`config.mk`:
```
export PLATFORM = sky130hd
export DESIGN_NAME = ams_ctrl
export DESIGN_NICKNAME = d
export VERILOG_FILES = /design/src/rtl/ams_pkg.sv /design/src/rtl/ams_ctrl.sv
export SDC_FILE = /design/constraint.sdc
export NUM_CORES = 1
export LEC_CHECK = 0
export BUFFER_PORTS_ARGS = -buffer_cell sky130_fd_sc_hd__buf_4
export CAP_MARGIN = 20
export CORE_MARGIN = 4
export CORE_UTILIZATION = 50
export CTS_CLUSTER_DIAMETER = 80
export DETAILED_ROUTE_END_ITERATION = 10
export HOLD_SLACK_MARGIN = 0.06
export PLACE_DENSITY_LB_ADDON = 0.1
export SYNTH_ARGS = -nofsm -noshare
export SYNTH_HDL_FRONTEND = slang
export SYNTH_SLANG_ARGS = --single-unit
```
`constraint.sdc`:
```
create_clock -name aclk -period 4.97 [get_ports aclk]
set_input_delay 0.2485 -clock aclk [delete_from_list [all_inputs] [get_ports aclk]]
set_output_delay 0.2485 -clock aclk [all_outputs]
set_load 0.005 [all_outputs]
```
`src/rtl/ams_pkg.sv`:
```
// ----------------------------------------------------------------------------
// ams_pkg
// Shared types and constants for the decimal accumulator machine.
// ----------------------------------------------------------------------------
`default_nettype none

package ams_pkg;

    // field widths
    localparam int DATA_W      = 32;
    localparam int ADDR_W      = 7;
    localparam int OP_W        = 26;
    localparam int OPD_W       = 8;
    localparam int CMD_W       = 2;
    localparam int STATUS_W    = 2;
    localparam int IN_TDATA_W  = 72;
    localparam int OUT_TDATA_W = 176;

    // base of the decimal instruction split
    localparam logic [DATA_W-1:0] DEC_BASE = 32'd100;

    // reciprocal of the base, exact for any 32-bit magnitude
    localparam logic [DATA_W-1:0] DEC_RECIP = 32'h51EB_851F;
    localparam int                DEC_SHIFT = 37;

    // item commands
    localparam logic [CMD_W-1:0] CMD_MEM_WR  = 2'd0;
    localparam logic [CMD_W-1:0] CMD_EXEC    = 2'd1;
    localparam logic [CMD_W-1:0] CMD_MEM_RD  = 2'd2;
    localparam logic [CMD_W-1:0] CMD_RESTART = 2'd3;

    // status codes
    localparam logic [STATUS_W-1:0] ST_OK       = 2'd0;
    localparam logic [STATUS_W-1:0] ST_DIV_ZERO = 2'd1;
    localparam logic [STATUS_W-1:0] ST_BAD_OP   = 2'd2;
    localparam logic [STATUS_W-1:0] ST_NEG_OPD  = 2'd3;

    // opcodes
    localparam logic [OP_W-1:0] OP_READ   = 26'd10;
    localparam logic [OP_W-1:0] OP_WRITE  = 26'd11;
    localparam logic [OP_W-1:0] OP_LOAD   = 26'd20;
    localparam logic [OP_W-1:0] OP_STORE  = 26'd21;
    localparam logic [OP_W-1:0] OP_ADD    = 26'd30;
    localparam logic [OP_W-1:0] OP_SUB    = 26'd31;
    localparam logic [OP_W-1:0] OP_DIV    = 26'd32;
    localparam logic [OP_W-1:0] OP_MUL    = 26'd33;
    localparam logic [OP_W-1:0] OP_BR     = 26'd40;
    localparam logic [OP_W-1:0] OP_BRNEG  = 26'd41;
    localparam logic [OP_W-1:0] OP_BRZERO = 26'd42;
    localparam logic [OP_W-1:0] OP_HALT   = 26'd43;

    // controller to datapath commands
    typedef struct packed {
        logic                ld_in;
        logic                mem_wr_cmd;
        logic                rd_pc;
        logic                rd_addr;
        logic                rd_opd;
        logic                ld_word;
        logic                dec_go;
        logic                div_acc;
        logic                ld_dec;
        logic                ld_mval;
        logic                ld_rdata;
        logic                mul_go;
        logic                ld_res;
        logic                commit;
        logic                restart;
        logic                set_status;
        logic [STATUS_W-1:0] status;
        logic                ld_out;
    } ams_cmd_t;

    // datapath to controller status
    typedef struct packed {
        logic [CMD_W-1:0] cmd;
        logic             halted;
        logic             div_busy;
        logic             div_done;
        logic             dec_done;
        logic             opd_neg;
        logic             op_bad;
        logic             op_div;
        logic             op_mul;
        logic             mval_zero;
    } ams_sts_t;

    // true for an opcode the machine executes
    function automatic logic op_known(input logic [OP_W-1:0] op);
        return (op == OP_READ)  || (op == OP_WRITE) || (op == OP_LOAD)  ||
               (op == OP_STORE) || (op == OP_ADD)   || (op == OP_SUB)   ||
               (op == OP_DIV)   || (op == OP_MUL)   || (op == OP_BR)    ||
               (op == OP_BRNEG) || (op == OP_BRZERO) || (op == OP_HALT);
    endfunction

endpackage

`default_nettype wire

```
`src/rtl/ams_ctrl.sv`:
```
// ----------------------------------------------------------------------------
// ams_ctrl
// Sequencer for one item: dispatch, fetch, decode, fault checks, execute.
// ----------------------------------------------------------------------------
`default_nettype none

module ams_ctrl (
    input  wire logic              aclk,
    input  wire logic              aresetn,
    input  wire logic              s_tvalid,
    output logic                   s_tready,
    output logic                   m_tvalid,
    input  wire logic              m_tready,
    input  wire ams_pkg::ams_sts_t sts,
    output ams_pkg::ams_cmd_t      cmd
);
    import ams_pkg::*;

    typedef enum logic [11:0] {
        S_IDLE   = 12'b0000_0000_0001,
        S_DISP   = 12'b0000_0000_0010,
        S_FWAIT  = 12'b0000_0000_0100,
        S_DECS   = 12'b0000_0000_1000,
        S_DECW   = 12'b0000_0001_0000,
        S_CHK    = 12'b0000_0010_0000,
        S_OPRW   = 12'b0000_0100_0000,
        S_EXS    = 12'b0000_1000_0000,
        S_EXW    = 12'b0001_0000_0000,
        S_COMMIT = 12'b0010_0000_0000,
        S_RWAIT  = 12'b0100_0000_0000,
        S_DONE   = 12'b1000_0000_0000
    } state_t;

    state_t state_reg;
    state_t state_next;
    logic   m_valid_reg;
    logic   m_valid_next;

    // next state and commands
    always_comb begin
        state_next = state_reg;
        cmd        = '0;
        unique case (state_reg)
            S_IDLE: begin
                if (s_tvalid) begin
                    cmd.ld_in  = 1'b1;
                    state_next = S_DISP;
                end
            end
            S_DISP: begin
                unique case (sts.cmd)
                    CMD_MEM_WR: begin
                        cmd.mem_wr_cmd = 1'b1;
                        state_next     = S_DONE;
                    end
                    CMD_EXEC: begin
                        if (sts.halted) begin
                            state_next = S_DONE;
                        end else begin
                            cmd.rd_pc  = 1'b1;
                            state_next = S_FWAIT;
                        end
                    end
                    CMD_MEM_RD: begin
                        cmd.rd_addr = 1'b1;
                        state_next  = S_RWAIT;
                    end
                    default: begin
                        cmd.restart = 1'b1;
                        state_next  = S_DONE;
                    end
                endcase
            end
            S_RWAIT: begin
                cmd.ld_rdata = 1'b1;
                state_next   = S_DONE;
            end
            S_FWAIT: begin
                cmd.ld_word = 1'b1;
                state_next  = S_DECS;
            end
            S_DECS: begin
                cmd.dec_go = 1'b1;
                state_next = S_DECW;
            end
            S_DECW: begin
                if (sts.dec_done) begin
                    cmd.ld_dec = 1'b1;
                    state_next = S_CHK;
                end
            end
            S_CHK: begin
                if (sts.opd_neg) begin
                    cmd.set_status = 1'b1;
                    cmd.status     = ST_NEG_OPD;
                    state_next     = S_DONE;
                end else if (sts.op_bad) begin
                    cmd.set_status = 1'b1;
                    cmd.status     = ST_BAD_OP;
                    state_next     = S_DONE;
                end else begin
                    cmd.rd_opd = 1'b1;
                    state_next = S_OPRW;
                end
            end
            S_OPRW: begin
                cmd.ld_mval = 1'b1;
                state_next  = S_EXS;
            end
            S_EXS: begin
                if (sts.op_div && sts.mval_zero) begin
                    cmd.set_status = 1'b1;
                    cmd.status     = ST_DIV_ZERO;
                    state_next     = S_DONE;
                end else if (sts.op_div) begin
                    cmd.div_acc = 1'b1;
                    state_next  = S_EXW;
                end else begin
                    cmd.mul_go = sts.op_mul;
                    state_next = S_COMMIT;
                end
            end
            S_EXW: begin
                if (sts.div_done) begin
                    cmd.ld_res = 1'b1;
                    state_next = S_COMMIT;
                end
            end
            S_COMMIT: begin
                cmd.commit = 1'b1;
                state_next = S_DONE;
            end
            S_DONE: begin
                if (!m_valid_reg || m_tready) begin
                    cmd.ld_out = 1'b1;
                    state_next = S_IDLE;
                end
            end
            default: state_next = S_IDLE;
        endcase
    end

    // output beat valid
    always_comb begin
        if (cmd.ld_out) begin
            m_valid_next = 1'b1;
        end else if (m_tready) begin
            m_valid_next = 1'b0;
        end else begin
            m_valid_next = m_valid_reg;
        end
    end

    always_ff @(posedge aclk) begin
        if (!aresetn) begin
            state_reg   <= S_IDLE;
            m_valid_reg <= 1'b0;
        end else begin
            state_reg   <= state_next;
            m_valid_reg <= m_valid_next;
        end
    end

    assign s_tready = (state_reg == S_IDLE);
    assign m_tvalid = m_valid_reg;

`ifndef ASSERT_OFF
    a_no_overwrite: assert property (@(posedge aclk) disable iff (!aresetn)
        cmd.ld_out |-> (!m_valid_reg || m_tready))
        else $error("result register loaded over an untaken beat");

    a_div_free: assert property (@(posedge aclk) disable iff (!aresetn)
        cmd.div_acc |-> !sts.div_busy)
        else $error("divider started while busy");

    a_accept_dispatch: assert property (@(posedge aclk) disable iff (!aresetn)
        (s_tvalid && s_tready) |=> (state_reg == S_DISP))
        else $error("accepted beat not dispatched");

    a_commit_clean: assert property (@(posedge aclk) disable iff (!aresetn)
        cmd.commit |-> (!sts.opd_neg && !sts.op_bad && !sts.halted))
        else $error("faulting instruction committed");
`endif

endmodule

`default_nettype wire

```
* Yosys cells after proc, flatten, opt, wreduce, memory -nomap -nowiden
Index checks and enable logic that the tools add are counted.
** Cells by class
- Equal/unequal tests :: 18
- Muxes and demuxes :: 46
- Reductions and logical operators :: 8
** Operators by type and width (count)
- one-hot mux 12 bit (11 select lines) :: 1
- two-way mux 12 bit :: 8
- two-way mux 1 bit :: 30
- one-hot mux 12 bit (2 select lines) :: 1
- equality test 12 x 1 -> 1 bit (second input constant) :: 1
- equality test 12 x 10 -> 1 bit (second input constant) :: 1
- equality test 12 x 11 -> 1 bit (second input constant) :: 1
- equality test 12 bit (second input constant) :: 1
- equality test 12 x 2 -> 1 bit (second input constant) :: 1
- equality test 12 x 3 -> 1 bit (second input constant) :: 1
- equality test 12 x 4 -> 1 bit (second input constant) :: 1
- equality test 12 x 5 -> 1 bit (second input constant) :: 1
- equality test 12 x 6 -> 1 bit (second input constant) :: 1
- equality test 12 x 7 -> 1 bit (second input constant) :: 1
- equality test 12 x 8 -> 1 bit (second input constant) :: 1
- equality test 12 x 9 -> 1 bit (second input constant) :: 1
- two-way mux 3 bit :: 4
- two-way mux 10 bit :: 1
- != test 2 bit (second input constant) :: 4
- one-hot mux 3 bit (2 select lines) :: 1
- AND reduction 4 bit :: 1
- OR reduction 3 bit :: 1
- equality test 2 x 1 -> 1 bit (second input constant) :: 1
- equality test 2 bit (second input constant) :: 1
- 6 further kinds :: 6
** Storage, ports and cells
- Register bits after elaboration :: 13
- Input bits :: 15

* Depth between registers and ports, before layout
- Word-level depth :: 5
- Gate-level depth with buffers :: 6
- Mapped depth without buffers :: 5

* Worst setup path after synthesis
OpenSTA, ideal clock, no wires.
- Path kind :: register to register
- Start :: register state_reg[0]
- End :: register state_reg[8]
- Setup time :: 0.080 ns
- Data arrival time :: 1.885 ns
- Data required time :: 4.890 ns
- Setup slack :: 3.005 ns
- Stages on the path, launching flop included :: 7
- Cell sequence :: dfxtp_1 -> or4_4 -> or3_1 -> buf_6 -> nor4b_4 -> a21oi_1 -> a211oi_2
** Between the ends
- Cells in the longest elaborated chain, start to end :: 3
- Elaborated cells between the ends (all ways) :: 19
- Classes of those cells :: eq/ne: 16; mux: 1; reduce/logical: 2
** RTL lines
- start, declared :: line ams_ctrl.sv:34 : state_t state_reg;
- start signal, assigned :: line ams_ctrl.sv:159 : state_reg <= state_next;
- equality test 12 x 10 -> 1 bit, or another cell as far along :: line ams_ctrl.sv:43 : unique case (state_reg)
- OR reduction 2 bit (no source line) / != test 2 bit (equally long branches)
- one-hot mux 12 bit (11 select lines) / AND reduction 4 bit (equally long branches)
Several ways; a longest one is shown, not always the timed one.
A chain may end at the register's enable or synchronous reset.

==> results.json <==
{
  "ff2ff_setup_slack_ns": 2.73,
  "final_common_cell": "buf_4",
  "ant_nets": 0,
  "drc": 0,
  "synth_edf_count": 0,
  "io_buffers": 34,
  "finClkSkew_ns": 0.006011,
  "period_share_pct": 51.14,
  "synth-simple-area-share_pct": 46.83,
  "largest_reg_flops": 12,
  "synth-compound-area-share_pct": 16.14,
  "ctsHoldBuffers": 0,
  "synth.mux.area_fraction_pct": 0,
  "die_w_um": 51.50,
  "place.gp.congestion": 0.8088,
  "clock_latency_ns": 0.28,
  "power_leakage_nw": 0.5448,
  "nets": 169,
  "seq_area_frac_synth_pct": 27.51,
  "status": "finished, final reports clean",
  "fin_util_pct": 69.01,
  "slew_headroom_pct": 46.94,
  "area_delta_synth_final_pct": 28.70,
  "numCtsBuffers": 3,
  "ys_ff_latch": 13,
  "clockBufferDepth": 2,
  "synth_fa_ha_area_share_pct": 0,
  "ys_async_sr_fraction_pct": 0,
  "rows": 15,
  "clk_pin_slew_ns": 0.09,
  "fin_crit_ns": 2.542,
  "synth_top_cell_by_area": "dfxtp_1",
  "fmax_mhz": 393.5,
  "rsz0062_at_grt": "no",
  "worstMarginPinSlew_ns": 0.7887,
  "core_area_mm2": 0.001764,
  "setup_ws_ns": 2.428,
  "ctsResizeCount": 0,
  "grt_max_degree": 10,
  "cts.sinks": 13,
  "grt_antenna_before_repair": 0,
  "total_power_mw": 0.2311,
  "die_area_mm2": 0.002652,
  "cp_data_arrival_time_ns": 2.29,
  "ir_worst_vdd_v": 0.0001435,
  "synth.top_cell.area_share_pct": 27.51,
  "first_global_vias": 1013,
  "clockRootBuffer": "clkbuf_4",
  "drt_wl_total_um": 2549,
  "synth.avg_cell_area_um2": 7.883,
  "hold_path.class": "in -> reg",
  "power.density_mw_per_mm2": 189.9,
  "yosysWarnings": 0,
  "drv_slew": 0,
  "dpl_worst_slack_ns": 2.756,
  "drt-wirelength-per-cell_um": 14.32,
  "gr-usage-met1_pct": 25.93,
  "viasPerCell": 5.803,
  "io_pins": 36,
  "critPathLaunchType": "register",
  "grt_pass1_wl_um": 4374,
  "cts_tree": "yes",
  "final.setup.tns_ns": 0,
  "post_cts_buffers": 0,
  "cts_htree_levels": 1,
  "num_vias": 1033,
  "synthXorXnorAreaFrac_pct": 2.778,
  "synthesis.area_um2": 945.9,
  "die_h_um": 51.50,
  "cp_max_fo": 7,
  "globalRouteTotalUtil_pct": 21.27,
  "synth_top_family_by_area": "simple AND/OR/NAND/NOR gates",
  "antenna_cells": 0,
  "drive_gt1_share_pct": 30.07,
  "synth_ff_type": "dfxtp_1",
  "dpl.hpwl_um": 1986,
  "setup_viol": 0,
  "cp-end-kind": "output pin",
  "met3_usage_pct": 2.865,
  "top_usage_layer": "met2",
  "finalHoldViolCount": 0,
  "first_pass_iters": 4,
  "drtIter0Drc": 24,
  "syn-num-nets": 135,
  "netlist_instances": 120,
  "grt_use_met2_pct": 37.92,
  "synthTopCellsByArea": "dfxtp_1 28%, nor2_1 8.3%, nor4b_4 5.0%",
  "start_util_pct": 53.62,
  "layout_common_cells": "34 x buf_4, 21 x nor2_1, 13 x dfxtp_1, 11 x nand2_1, 7 x nor3_1",
  "ys_types": 43,
  "cp.required_ns": 4.72,
  "criticalPathCategory": "reg -> out",
  "overflow": 0,
  "drv_cap": 0
}
Yosys cell counts, types with 3 or more instances:
library cell  count
a211oi_1          3
nor4b_1           4
nor2_1           21
nand2b_1          4
inv_1             5
and3_1            3
nor3_1            7
a21oi_1           4
nor4_1            4
nand2_1          11
dfxtp_1          13
xor2_1            3
cells by family (layout without fill, tap and decap cells):
group,after synthesis,in the layout
simple gates,73,73
compound gates,20,20
flops,13,13
buf+inv,11,44
xor+xnor,3,3
power breakdown:
part / internal, mW / total (mW) / switching, mW
clock network: 0.0311 / 0.0685 / 0.0374
logic: 0.0239 / 0.0539 / 0.0300
registers: 0.106 / 0.109 / 0.00252
total: 0.161 / 0.231 / 0.0700
worst paths after layout:
check | startpoint | end | depth (start not counted)
setup / recovery | state_reg[10] | cmd[7] | 5
hold / removal | sts[10] | state_reg[2] | 2
setup reg to reg | state_reg[10] | state_reg[0] | 5
hold reg to reg | m_tvalid | m_tvalid | 2
through the flow:
step	hold WS, ns	cell area (um2)	std cells
final	0.1689	1217	178
after global routing	0.1726	1217	178
after CTS	0.1721	1217	178
after detailed placement	0.4699	1191	174
after global placement	0.4662	1191	174
after floorplan	0.3259	945.9	120
per-layer routing:
layer	vias up	wire length (um)
met5	-	0
met2	42	1253
met3	4	194
li1	514	-
met1	473	1074
met4	0	26
worst max-delay path, stage by stage, from the launching register on:
cell,delay [ns]
dfxtp_1,0.38
or4_1,0.60
or3_1,0.49
nor3_1,0.28
and2_1,0.16
buf_4,0.10
cell type report:
class                   instances  area [um2]
multi-input cells              96       621.8
fillers                       160       546.8
flip-flops and latches         13       260.3
repair buffers                 34       255.2
well taps                      25       31.28
clock buffers                   4       26.28
inverters                       6       22.52
No activity file was read; power rests on OpenSTA's default activity.
